<file path="config.mk">
export PLATFORM = sky130hd
export DESIGN_NAME = frame_trailer_generate_check_top
export DESIGN_NICKNAME = d
export VERILOG_FILES = /design/src/hdl/ftgc_pkg.sv /design/src/hdl/frame_trailer_generate_check_top.sv
export SDC_FILE = /design/constraint.sdc
export NUM_CORES = 1
export LEC_CHECK = 0
export ABC_AREA = 1
export BUFFER_PORTS_ARGS = -buffer_cell sky130_fd_sc_hd__buf_4
export CAP_MARGIN = 10
export CORE_MARGIN = 5
export CORE_UTILIZATION = 38
export CTS_CLUSTER_SIZE = 10
export DETAILED_ROUTE_END_ITERATION = 16
export RECOVER_POWER = 100
export SYNTH_ARGS = -nofsm -noshare
export SYNTH_HDL_FRONTEND = slang
export SYNTH_SLANG_ARGS = --single-unit
</file>
<file path="constraint.sdc">
create_clock -name aclk -period 9.6 [get_ports aclk]
set_clock_uncertainty 0.05 [all_clocks]
set_input_delay 0.96 -clock aclk [delete_from_list [all_inputs] [get_ports aclk]]
set_output_delay 0.96 -clock aclk [all_outputs]
set_load 0.05 [all_outputs]
</file>
<file path="src/hdl/ftgc_pkg.sv">
// Types, codes and byte-update functions shared by the frame trailer generator and checker.
package ftgc_pkg;

    localparam logic [1:0] METHOD_EVEN = 2'd0;
    localparam logic [1:0] METHOD_ODD  = 2'd1;
    localparam logic [1:0] METHOD_CSUM = 2'd2;
    localparam logic [1:0] METHOD_CRC  = 2'd3;

    localparam logic [1:0] KIND_PAYLOAD = 2'd0;
    localparam logic [1:0] KIND_TRAILER = 2'd1;
    localparam logic [1:0] KIND_STATUS  = 2'd2;

    localparam logic [1:0] CFG_METHOD     = 2'd0;
    localparam logic [1:0] CFG_CHECK_MODE = 2'd1;
    localparam logic [1:0] CFG_CRC_POLY   = 2'd2;
    localparam logic [1:0] CFG_CRC_INIT   = 2'd3;

    localparam logic [1:0]  METHOD_RESET   = METHOD_CRC;
    localparam logic [15:0] CRC_POLY_RESET = 16'h1021;
    localparam logic [15:0] CRC_INIT_RESET = 16'hFFFF;

    typedef struct packed {
        logic [7:0] out_byte;
        logic [1:0] kind;
        logic       run_end;
        logic       ok;
    } result_t;

    function automatic logic [15:0] crc16_byte(input logic [15:0] crc, input logic [7:0] data,
                                               input logic [15:0] poly);
        logic [15:0] c;
        c = crc ^ {data, 8'h00};
        for (int i = 0; i < 8; i++) begin
            c = c[15] ? ({c[14:0], 1'b0} ^ poly) : {c[14:0], 1'b0};
        end
        return c;
    endfunction

    function automatic logic [15:0] sum16_add(input logic [15:0] acc, input logic [15:0] word);
        logic [16:0] s;
        s = {1'b0, acc} + {1'b0, word};
        return s[15:0] + {15'd0, s[16]};
    endfunction

endpackage

</file>
<file path="src/hdl/frame_trailer_generate_check_top.sv">
// Frame trailer generator and checker: parity, 16-bit checksum or CRC-16 over a byte stream.
//
// One byte is taken per clock cycle while the queue has room. Each request passes an input
// register and a single stage of byte-wide update logic (one CRC byte step, one end-around
// add) into a four-entry result queue that drains one result per cycle while m_ready is high;
// the input is taken whenever the queue, after this cycle's drain, holds at most one result.
// A frame end in generate mode queues up to three results, so the input pauses while they
// drain. In check mode, a change to a parity method while two bytes are held makes that byte
// wait while the oldest held byte is released first.
module frame_trailer_generate_check_top (
    input  logic        aclk,
    input  logic        aresetn,
    input  logic        cfg_wr_en,
    input  logic [1:0]  cfg_index,
    input  logic [15:0] cfg_data,
    input  logic        s_valid,
    output logic        s_ready,
    input  logic [7:0]  s_data_byte,
    input  logic        s_frame_end,
    output logic        m_valid,
    input  logic        m_ready,
    output logic [7:0]  m_out_byte,
    output logic [1:0]  m_kind,
    output logic        m_run_end,
    output logic        m_ok
);

    localparam int QDEPTH = 4;

    logic [1:0]  method_reg;
    logic        check_mode_reg;
    logic [15:0] crc_poly_reg;
    logic [15:0] crc_init_reg;

    logic        in_valid_reg;
    logic [7:0]  in_byte_reg;
    logic        in_end_reg;

    logic [15:0] crc_reg, crc_next;
    logic [15:0] sum_reg, sum_next;
    logic        par_reg, par_next;
    logic        pend_reg, pend_next;
    logic [7:0]  hold_reg, hold_next;
    logic [7:0]  d0_reg, d0_next;
    logic [7:0]  d1_reg, d1_next;
    logic [1:0]  fill_reg, fill_next;

    ftgc_pkg::result_t q_reg [QDEPTH];
    logic [1:0]  wr_ptr_reg;
    logic [1:0]  rd_ptr_reg;
    logic [2:0]  count_reg;

    ftgc_pkg::result_t res [3];
    logic [1:0]  n_res;
    logic        consume_item;
    logic        frame_done;

    logic        tlen1;
    logic        drain;
    logic        ab_en;
    logic [7:0]  ab_byte;
    logic        par_a;
    logic        pend_a;
    logic [7:0]  hold_a;
    logic [15:0] sum_a;
    logic [15:0] crc_a;
    logic        parity_bit;
    logic [15:0] trailer_word;
    logic [15:0] recv_word;
    logic        match;
    ftgc_pkg::result_t status_res;
    ftgc_pkg::result_t payload_res;

    logic        pop;
    logic [2:0]  count_after_pop;
    logic        room;
    logic        step_go;

    assign pop             = (count_reg != 3'd0) && m_ready;
    assign count_after_pop = count_reg - {2'b00, pop};
    assign room            = count_after_pop <= 3'd1;
    assign step_go         = in_valid_reg && room;
    assign s_ready         = !in_valid_reg || (step_go && consume_item);

    assign m_valid    = count_reg != 3'd0;
    assign m_out_byte = q_reg[rd_ptr_reg].out_byte;
    assign m_kind     = q_reg[rd_ptr_reg].kind;
    assign m_run_end  = q_reg[rd_ptr_reg].run_end;
    assign m_ok       = q_reg[rd_ptr_reg].ok;

    always_comb begin
        tlen1 = (method_reg == ftgc_pkg::METHOD_EVEN) || (method_reg == ftgc_pkg::METHOD_ODD);
        drain = check_mode_reg && (fill_reg == 2'd2) && tlen1;

        // In check mode the oldest held byte is the one released to the accumulators.
        ab_byte = check_mode_reg ? d0_reg : in_byte_reg;
        ab_en   = !check_mode_reg || (tlen1 ? (fill_reg != 2'd0) : (fill_reg == 2'd2));

        par_a  = par_reg ^ (ab_en & (^ab_byte));
        pend_a = pend_reg;
        hold_a = hold_reg;
        sum_a  = sum_reg;
        if (ab_en) begin
            if (pend_reg) begin
                sum_a  = ftgc_pkg::sum16_add(sum_reg, {hold_reg, ab_byte});
                pend_a = 1'b0;
            end else begin
                hold_a = ab_byte;
                pend_a = 1'b1;
            end
        end
        crc_a = ab_en ? ftgc_pkg::crc16_byte(crc_reg, ab_byte, crc_poly_reg) : crc_reg;

        parity_bit = (method_reg == ftgc_pkg::METHOD_EVEN) ? par_a : ~par_a;
        if (method_reg == ftgc_pkg::METHOD_CSUM) begin
            trailer_word = ~(pend_a ? ftgc_pkg::sum16_add(sum_a, {hold_a, 8'h00}) : sum_a);
        end else begin
            trailer_word = crc_a;
        end

        recv_word = {(fill_reg == 2'd2) ? d1_reg : d0_reg, in_byte_reg};
        match     = tlen1 ? (in_byte_reg[0] == parity_bit) : (recv_word == trailer_word);

        status_res  = '{out_byte: 8'h00, kind: ftgc_pkg::KIND_STATUS, run_end: 1'b1, ok: match};
        payload_res = '{out_byte: ab_byte, kind: ftgc_pkg::KIND_PAYLOAD, run_end: 1'b0,
                        ok: 1'b0};

        crc_next     = crc_a;
        sum_next     = sum_a;
        par_next     = par_a;
        pend_next    = pend_a;
        hold_next    = hold_a;
        d0_next      = d0_reg;
        d1_next      = d1_reg;
        fill_next    = fill_reg;
        consume_item = 1'b1;
        frame_done   = 1'b0;
        n_res        = 2'd0;
        for (int i = 0; i < 3; i++) begin
            res[i] = '0;
        end

        if (!check_mode_reg) begin
            res[0]    = payload_res;
            n_res     = 2'd1;
            fill_next = 2'd0;
            if (in_end_reg) begin
                frame_done = 1'b1;
                if (tlen1) begin
                    res[1] = '{out_byte: {7'd0, parity_bit}, kind: ftgc_pkg::KIND_TRAILER,
                               run_end: 1'b1, ok: 1'b0};
                    n_res  = 2'd2;
                end else begin
                    res[1] = '{out_byte: trailer_word[15:8], kind: ftgc_pkg::KIND_TRAILER,
                               run_end: 1'b0, ok: 1'b0};
                    res[2] = '{out_byte: trailer_word[7:0], kind: ftgc_pkg::KIND_TRAILER,
                               run_end: 1'b1, ok: 1'b0};
                    n_res  = 2'd3;
                end
            end
        end else if (drain) begin
            // Two bytes held but only one needed: release the oldest and retry this byte.
            res[0]       = payload_res;
            n_res        = 2'd1;
            d0_next      = d1_reg;
            d1_next      = 8'h00;
            fill_next    = 2'd1;
            consume_item = 1'b0;
        end else if (in_end_reg && !tlen1 && (fill_reg == 2'd0)) begin
            res[0]     = '{out_byte: 8'h00, kind: ftgc_pkg::KIND_STATUS, run_end: 1'b1,
                           ok: 1'b0};
            n_res      = 2'd1;
            frame_done = 1'b1;
        end else begin
            if (in_end_reg) begin
                frame_done = 1'b1;
                if (ab_en) begin
                    res[0] = payload_res;
                    res[1] = status_res;
                    n_res  = 2'd2;
                end else begin
                    res[0] = status_res;
                    n_res  = 2'd1;
                end
            end else begin
                if (ab_en) begin
                    res[0] = payload_res;
                    n_res  = 2'd1;
                end
                if (tlen1 || (fill_reg == 2'd0)) begin
                    d0_next   = in_byte_reg;
                    d1_next   = 8'h00;
                    fill_next = 2'd1;
                end else begin
                    d0_next   = (fill_reg == 2'd2) ? d1_reg : d0_reg;
                    d1_next   = in_byte_reg;
                    fill_next = 2'd2;
                end
            end
        end

        if (frame_done) begin
            crc_next  = crc_init_reg;
            sum_next  = 16'h0000;
            par_next  = 1'b0;
            pend_next = 1'b0;
            hold_next = 8'h00;
            d0_next   = 8'h00;
            d1_next   = 8'h00;
            fill_next = 2'd0;
        end
    end

    always_ff @(posedge aclk) begin
        if (!aresetn) begin
            method_reg     <= ftgc_pkg::METHOD_RESET;
            check_mode_reg <= 1'b0;
            crc_poly_reg   <= ftgc_pkg::CRC_POLY_RESET;
            crc_init_reg   <= ftgc_pkg::CRC_INIT_RESET;
            in_valid_reg   <= 1'b0;
            crc_reg        <= ftgc_pkg::CRC_INIT_RESET;
            sum_reg        <= 16'h0000;
            par_reg        <= 1'b0;
            pend_reg       <= 1'b0;
            hold_reg       <= 8'h00;
            d0_reg         <= 8'h00;
            d1_reg         <= 8'h00;
            fill_reg       <= 2'd0;
            wr_ptr_reg     <= 2'd0;
            rd_ptr_reg     <= 2'd0;
            count_reg      <= 3'd0;
        end else begin
            if (s_valid && s_ready) begin
                in_valid_reg <= 1'b1;
            end else if (step_go && consume_item) begin
                in_valid_reg <= 1'b0;
            end

            if (cfg_wr_en && (cfg_index == ftgc_pkg::CFG_CRC_INIT)) begin
                crc_reg <= cfg_data;
            end else if (step_go) begin
                crc_reg <= crc_next;
            end

            if (step_go) begin
                sum_reg    <= sum_next;
                par_reg    <= par_next;
                pend_reg   <= pend_next;
                hold_reg   <= hold_next;
                d0_reg     <= d0_next;
                d1_reg     <= d1_next;
                fill_reg   <= fill_next;
                wr_ptr_reg <= wr_ptr_reg + n_res;
            end

            if (pop) begin
                rd_ptr_reg <= rd_ptr_reg + 2'd1;
            end
            count_reg <= count_after_pop + (step_go ? {1'b0, n_res} : 3'd0);

            if (cfg_wr_en) begin
                unique case (cfg_index)
                    ftgc_pkg::CFG_METHOD:     method_reg     <= cfg_data[1:0];
                    ftgc_pkg::CFG_CHECK_MODE: check_mode_reg <= cfg_data[0];
                    ftgc_pkg::CFG_CRC_POLY:   crc_poly_reg   <= cfg_data;
                    ftgc_pkg::CFG_CRC_INIT:   crc_init_reg   <= cfg_data;
                    default: ;
                endcase
            end
        end
    end

    always_ff @(posedge aclk) begin
        if (s_valid && s_ready) begin
            in_byte_reg <= s_data_byte;
            in_end_reg  <= s_frame_end;
        end
        if (step_go) begin
            for (int i = 0; i < 3; i++) begin
                if (2'(i) < n_res) begin
                    q_reg[wr_ptr_reg + 2'(i)] <= res[i];
                end
            end
        end
    end

`ifndef NO_ASSERTIONS
    a_queue_bound: assert property (@(posedge aclk) disable iff (!aresetn)
        count_reg <= 3'(QDEPTH))
        else $error("result queue holds more entries than it has");

    a_hold_bound: assert property (@(posedge aclk) disable iff (!aresetn)
        fill_reg != 2'd3)
        else $error("more than two bytes held back as trailer");

    a_frame_clears: assert property (@(posedge aclk) disable iff (!aresetn)
        step_go && consume_item && in_end_reg |=> (fill_reg == 2'd0) && !pend_reg)
        else $error("frame state not cleared after the last byte");
`endif

endmodule

</file>
==> results.ini, run 1 <==
[placed_design]
placement_stage_worst_setup_slack_ns = 0.954
gp_congestion = 0.933
dp_hpwl_um = 31500
port-buffer-count = 45

[route]
drc = 0
drt-pass1-iter-count = 7
detail_route.wl_per_cell_um = 17.7
dr_vias = 12900
ant_nets = 0
route.detailed.vias_per_inst = 5.38
drt_first_iter_violations = 1338
finalWirelength_um = 42500

[die]
die_h_um = 192
die-width_um = 192
initial_utilization_pct = 38.6
ioPinCount = 46
die_area_sq_um = 37000
num_rows = 66
core_sq_um = 32700

[synth]
ys_seq_elements = 162
avg_cell_area_syn_sq_um = 6.46
synth_edf_count = 49
async_reset_ff_share_pct = 0
synth_warnings = 0
synth-main-ff-cell = sky130_fd_sc_hd__dfxtp_1
mapped_cell_area_sq_um = 12600
ys_seq_area_share_pct = 29.6
syn_nets = 2022
netlist-cell-type-count = 48
syn-instance-count = 1953

[clock_tree]
post_cts_hold_buffer_count = 0
tritoncts = done
cts-root-to-sink-buffers = 2
clk-insertion-delay-late_ns = 0.44
cts.sinks = 162
cts_root_buffer = sky130_fd_sc_hd__clkbuf_16
postCtsSetupRepairBufs = 0
worst_setup_hold_path_clk_slew_ns = 0.07
tritoncts.num_buffers = 17
cts-resized-gates = 0
cts.htree.levels = 4

[power]
irDropWorstVdd_mv = 0.106
power_density_nw_per_um2 = 263
static_leakage_nw = 5.99

[timing]
rsz0062_at_grt = no
max_slew_margin_pct = -68.8
min_period_ns = 8.60
setup_tns_ns = 0
period_share_pct = 89.6
worstMarginPinSlew_ns = 2.53
timing_max_transition_violations_final = 137
finalSetupViolCount = 0
fmax_mhz = 116
finalHoldViolCount = 0
setup_slack_ns = 1.00

[finish]
final_layout_size_suffix_gt1_share_pct = 5.48
layout.filler_cells = 3630
layout.nets = 2007
area_delta_synth_final_pct = 7.81
largest_reg_flops = 48
antenna-diode-count = 0

[setup_path]
crit_required_ns = 9.93
worst_path_bufs_invs = 2
path_class = flip-flop to flip-flop
crit_path_start_kind = flip-flop
critical_path.most_common_cell = sky130_fd_sc_hd__nand2_1
worst-path-max-fanout = 23
crit_family = simple AND/OR/NAND/NOR gates
crit_path_top_delay_cell = sky130_fd_sc_hd__xor2_1
type_of_destination_of_the_critical_path = flip-flop
crit_arrival_ns = 8.93
critical-path-max-stage-delay_ns = 0.81

[grt]
number_of_antenna_violations_at_the_first_check_in_global_routing = 0
grt-ovfl-total = 0
grt_start_max_net_pins = 60
groute.usage.overall_pct = 22.9
grt_pass1_vias = 11900
grt_pass1_wl_um = 66900

[hold_path]
timing.hold.worst.class = flip-flop to flip-flop

[outcome]
failed_checks = capacitance limit, slew limit
result_of_the_run = complete, but fails checks

[flow_run]
timing.max_cap.violations = 3

-- worst register-to-register path, delay by kind of cell (launching register included) --
kind | cells | cell delay [ns]
XOR/XNOR | 1 | 0.81
flip-flops | 1 | 0.41
buffers and inverters | 2 | 0.29
AND/OR/NAND/NOR | 34 | 6.99
-- cells in the mapped netlist, types with 2 or more instances --
cell	count	area, sq um
sky130_fd_sc_hd__fa_1	3	60.1
sky130_fd_sc_hd__buf_4	8	60.1
sky130_fd_sc_hd__clkbuf_1	59	221
sky130_fd_sc_hd__inv_2	3	11.3
sky130_fd_sc_hd__a31oi_1	12	75.1
sky130_fd_sc_hd__o21ai_1	5	25.0
sky130_fd_sc_hd__nor4_1	2	12.5
sky130_fd_sc_hd__mux2i_1	2	20.0
sky130_fd_sc_hd__o21bai_1	11	82.6
sky130_fd_sc_hd__o22ai_1	12	75.1
sky130_fd_sc_hd__dfxtp_1	113	2260
sky130_fd_sc_hd__buf_6	7	78.8
sky130_fd_sc_hd__nor2_1	144	541
sky130_fd_sc_hd__o21ai_0	182	911
sky130_fd_sc_hd__a21oi_1	136	681
sky130_fd_sc_hd__o2111ai_1	16	140
sky130_fd_sc_hd__or2_2	14	87.6
sky130_fd_sc_hd__nand3_1	154	771
sky130_fd_sc_hd__nand2_2	19	119
sky130_fd_sc_hd__inv_1	190	713
sky130_fd_sc_hd__edfxtp_1	49	1470
sky130_fd_sc_hd__o221ai_1	6	52.6
sky130_fd_sc_hd__nand2_1	560	2100
sky130_fd_sc_hd__nand4_1	7	43.8
sky130_fd_sc_hd__nor3_1	25	125
sky130_fd_sc_hd__buf_2	15	75.1
sky130_fd_sc_hd__a22oi_1	2	15.0
sky130_fd_sc_hd__xor2_1	57	499
sky130_fd_sc_hd__nand3_2	6	60.1
sky130_fd_sc_hd__buf_1	7	26.3
sky130_fd_sc_hd__clkinv_1	3	11.3
sky130_fd_sc_hd__ha_1	34	425
sky130_fd_sc_hd__xnor2_1	54	473
sky130_fd_sc_hd__nand2_4	4	45.0
sky130_fd_sc_hd__o211ai_1	19	143
-- per-layer routing --
metal | global-route usage, % | part of all wire [%]
met5 | 0 | 0
met4 | 6.45 | 2.3
met3 | 3.06 | 6.8
met2 | 36.5 | 45
met1 | 32.6 | 46
-- final cells by class --
class	count	area (sq um)	area share, %
sequential	162	3740	27.5
inverter	196	736	5.41
clock inverter	11	92.6	0.680
timing repair buffer	62	379	2.79
tap	442	553	4.06
multi-input combinational	1499	7650	56.2
clock buffer	21	462	3.39
-- worst paths after layout --
| kind | start | end | slack, ns | depth (start not counted) |
|---|---|---|---|---|
| worst max register to register | check_mode_reg | q_reg[1][0] | 1.00 | 37 |
| worst min-delay path | crc_init_reg[10] | crc_init_reg[10] | 0.40 | 2 |
| worst max-delay path | check_mode_reg | q_reg[1][0] | 1.00 | 37 |
| worst min register to register | crc_init_reg[10] | crc_init_reg[10] | 0.40 | 2 |
-- report_power, final --
part | switching (W) | internal (W)
clock network | 0.000312 | 0.000354
registers | 0.0000761 | 0.000835
logic | 0.00144 | 0.000567
-- stage by stage --
step	cell area, sq um	total power (W)	utilization [%]	cells	hold WS [ns]
2_1_floorplan	12600	0.00239	-	1953	0.371
3_3_place_gp	13200	0.00291	40.3	2361	0.381
3_5_place_dp	13200	0.00294	40.3	2361	0.385
4_1_cts	13700	0.00360	42.0	2393	0.401
5_1_grt	13600	0.00384	41.6	2393	0.418
6_report	13600	0.00358	41.6	2393	0.400
-- cells in the final DEF, fill, tap and decap left out, types with 25 or more instances in the layout --
master,n
sky130_fd_sc_hd__nand3_1,156
sky130_fd_sc_hd__nand2_1,569
sky130_fd_sc_hd__buf_4,29
sky130_fd_sc_hd__xor2_1,57
sky130_fd_sc_hd__a21oi_1,136
sky130_fd_sc_hd__xnor2_1,54
sky130_fd_sc_hd__edfxtp_1,49
sky130_fd_sc_hd__nor3_1,25
sky130_fd_sc_hd__clkbuf_1,26
sky130_fd_sc_hd__ha_1,34
sky130_fd_sc_hd__nor2_1,144
sky130_fd_sc_hd__dfxtp_1,112
sky130_fd_sc_hd__o21ai_0,182
sky130_fd_sc_hd__inv_1,189
-- cells by family (layout without fill, tap and decap cells) --
family / after synthesis / after routing / synth area share [%]
compound gates: 409 / 409 / 18.0
fa+ha+maj: 37 / 37 / 3.85
buf+inv: 292 / 290 / 9.49
xor+xnor: 111 / 111 / 7.70
mux: 2 / 2 / 0.159
simple gates: 940 / 940 / 31.3
flops: 162 / 162 / 29.6
No activity file was read; power rests on OpenSTA's default activity.
==> run 2, diff against run 1 <==
--- a/config.mk
+++ b/config.mk
@@ -10,7 +10,6 @@
 export CAP_MARGIN = 10
 export CORE_MARGIN = 5
 export CORE_UTILIZATION = 38
-export CTS_CLUSTER_SIZE = 10
 export DETAILED_ROUTE_END_ITERATION = 16
 export RECOVER_POWER = 100
 export SYNTH_ARGS = -nofsm -noshare
==> constraint.sdc (replaced) <==
create_clock -name aclk -period 8 [get_ports aclk]
set_clock_uncertainty 0.05 [all_clocks]
set_input_delay 0.8 -clock aclk [delete_from_list [all_inputs] [get_ports aclk]]
set_output_delay 0.8 -clock aclk [all_outputs]
set_load 0.1 [all_outputs]
==> results.ini, run 2 (synthesis results as in run 1) <==
[outcome]
result_of_the_run = complete, but fails checks
failed_checks = capacitance limit, slew limit

[clock_tree]
post_cts_hold_buffer_count = 0  ; unchanged
tritoncts.num_buffers = 17  ; unchanged
clk-insertion-delay-late_ns = 0.45  ; about the same
cts.sinks = 162  ; unchanged
cts.htree.levels = 4  ; unchanged
cts-root-to-sink-buffers = 2  ; unchanged
tritoncts = done
cts_root_buffer = sky130_fd_sc_hd__clkbuf_16
worst_setup_hold_path_clk_slew_ns = 0.07  ; about the same

[setup_path]
crit_arrival_ns = 7.65  ; -1.28 ns
crit_path_start_kind = flip-flop
path_class = flip-flop to flip-flop
worstReg2RegStart = check_mode_reg
ff2ff_path_depth = 51  ; +38%
worst-r2r-setup-slack_ns = 0.69  ; -0.31 ns
crit_path_top_delay_cell = sky130_fd_sc_hd__ha_1
critical_path.most_common_cell = sky130_fd_sc_hd__nand3_1
timing.rr.end = q_reg[1][0]
worst-path-max-fanout = 7  ; -70%
type_of_destination_of_the_critical_path = flip-flop
crit_required_ns = 8.35  ; -1.58 ns
critical-path-max-stage-delay_ns = 0.36  ; -0.45 ns

[placed_design]
dp_hpwl_um = 33300  ; +5.7%
port-buffer-count = 45  ; unchanged
gp_congestion = 0.982  ; +5.3%
placed_area_sq_um = 13400  ; +1.6%

[route]
drt-pass1-iter-count = 6  ; -1
drt_first_iter_violations = 1431  ; +7.0%
dr_vias = 13100  ; +1.4%
finalWirelength_um = 44300  ; +4.4%
detail_route.wl_per_cell_um = 18.2  ; +2.7%
ant_nets = 0  ; unchanged
route.detailed.vias_per_inst = 5.37  ; -0.20%
drc = 0  ; unchanged

[finish]
final_core_utilization_pct = 43.0  ; +1.4 points
most_common_cell_after_layout_fill_and_taps_aside = sky130_fd_sc_hd__nand2_1
post-route-cell-area_sq_um = 14100  ; +3.4%
most_used_cells_in_the_layout_excluding_fill_and_tap_cells = 556 x sky130_fd_sc_hd__nand2_1, 190 x sky130_fd_sc_hd__inv_1, 172 x sky130_fd_sc_hd__o21ai_0
antenna-diode-count = 0  ; unchanged
final_layout_size_suffix_gt1_share_pct = 9.55  ; +4.1 points
area_delta_synth_final_pct = 11.5
largest_reg_flops = 48  ; unchanged
layout.nets = 2045  ; +1.9%

[timing]
finalHoldViolCount = 0  ; unchanged
period_share_pct = 91.3  ; +1.8 points
timing_max_transition_violations_final = 130  ; -5.1%
worstMarginPinSlew_ns = 2.59  ; +0.0534 ns
fmax_mhz = 137  ; +18%
min_period_ns = 7.31  ; -1.29 ns
hold-worst-slack_ns = 0.402  ; +0.00217 ns
max_slew_margin_pct = -72.4  ; -3.6 points
setup_tns_ns = 0  ; unchanged
finalSetupViolCount = 0  ; unchanged

[hold_path]
worstHoldPathCells = 2  ; unchanged
timing.hold.worst.class = flip-flop to flip-flop
min-delay-start = crc_init_reg[4]
min_delay_worst_endpoint = crc_init_reg[4]

[die]
die_area_sq_um = 37000  ; unchanged
ioPinCount = 46  ; unchanged
die-width_um = 192  ; unchanged
die_h_um = 192  ; unchanged
num_rows = 66  ; unchanged
core_sq_um = 32700  ; unchanged
initial_utilization_pct = 38.6  ; unchanged

[grt]
grt_pass1_wl_um = 68500  ; +2.3%
grt_start_max_net_pins = 60  ; unchanged
number_of_antenna_violations_at_the_first_check_in_global_routing = 0  ; unchanged
grt_pass1_vias = 12000  ; +0.97%
groute.usage.overall_pct = 23.8  ; +0.94 points
grt-ovfl-total = 0  ; unchanged

[flow_run]
timing.max_cap.violations = 3  ; unchanged

[power]
irDropWorstVdd_mv = 0.183  ; +73%
static_leakage_nw = 6.20  ; +3.5%
power_density_nw_per_um2 = 320  ; +21%

-- run 2: cell types whose count changed in the layout (fill, tap and decap cells not counted), sizes merged --
cell / before / now
buf: 29 / 73
clkbuf: 54 / 45
clkinv: 6 / 7
clkinvlp: 1 / 2
inv: 200 / 201
-- run 2: layer usage --
layer  share of wire, %  global-route usage [%]  wire, um
met2                 44                    36.8     19500
met3                7.1                    3.24      3160
met4                3.7                    9.82      1620
met5                  0                       0         0
met1                 45                    33.6     20000
-- run 2: layout make-up --
| type | count | area (sq um) |
|---|---|---|
| clock buffer | 18 | 439 |
| clock inverter | 14 | 103 |
| fill | 3548 | 18600 |
| inverter | 196 | 736 |
| multi-input combinational | 1499 | 7840 |
| sequential | 162 | 3730 |
| tap | 442 | 553 |
| timing repair buffer | 100 | 664 |
-- run 2: power by group --
group          internal (W)  total (W)  switching, W
registers           0.00100    0.00110     0.0000965
clock network      0.000410   0.000785      0.000376
logic              0.000715    0.00262       0.00190
-- run 2: timing repair --
action | in CTS | in global routing
setup endpoints to repair | 4 | 36
endpoints found under the hold margin | 0 | 0
resized for setup | 2 | 46
cloned | 0 | 0
buffers inserted | 0 | 10
pin swaps | 0 | 23
-- run 2: stage by stage --
step,cells,setup slack (ns),power [W]
2_1_floorplan,1953,0.914,0.00302
3_3_place_gp,2389,0.144,0.00370
3_5_place_dp,2389,-0.0780,0.00372
4_1_cts,2421,0.00514,0.00450
5_1_grt,2431,-0.0539,0.00483
6_report,2431,0.694,0.00450
-- run 2: how the worst max path moves through the flow --
stage	from	depth (start not counted)	endpoint	slack, ns
floorplan	check_mode_reg	58	q_reg[2][0]	0.91
global placement	check_mode_reg	57	q_reg[1][0]	0.14
detailed placement	check_mode_reg	57	q_reg[1][0]	-0.08
CTS	check_mode_reg	54	q_reg[1][0]	0.005
global route	check_mode_reg	54	q_reg[1][0]	-0.05
finish	check_mode_reg	51	q_reg[1][0]	0.69
-- run 2: critical path, delay by kind of cell, from the launching register on --
kind / cells / cell delay (ns)
buffers and inverters: 3 / 0.30
DFF: 1 / 0.35
xor gates and xnor gates: 2 / 0.33
AOI/OAI and AO/OA: 16 / 2.12
adders and majority gates: 5 / 1.27
and+or+nand+nor: 25 / 2.82
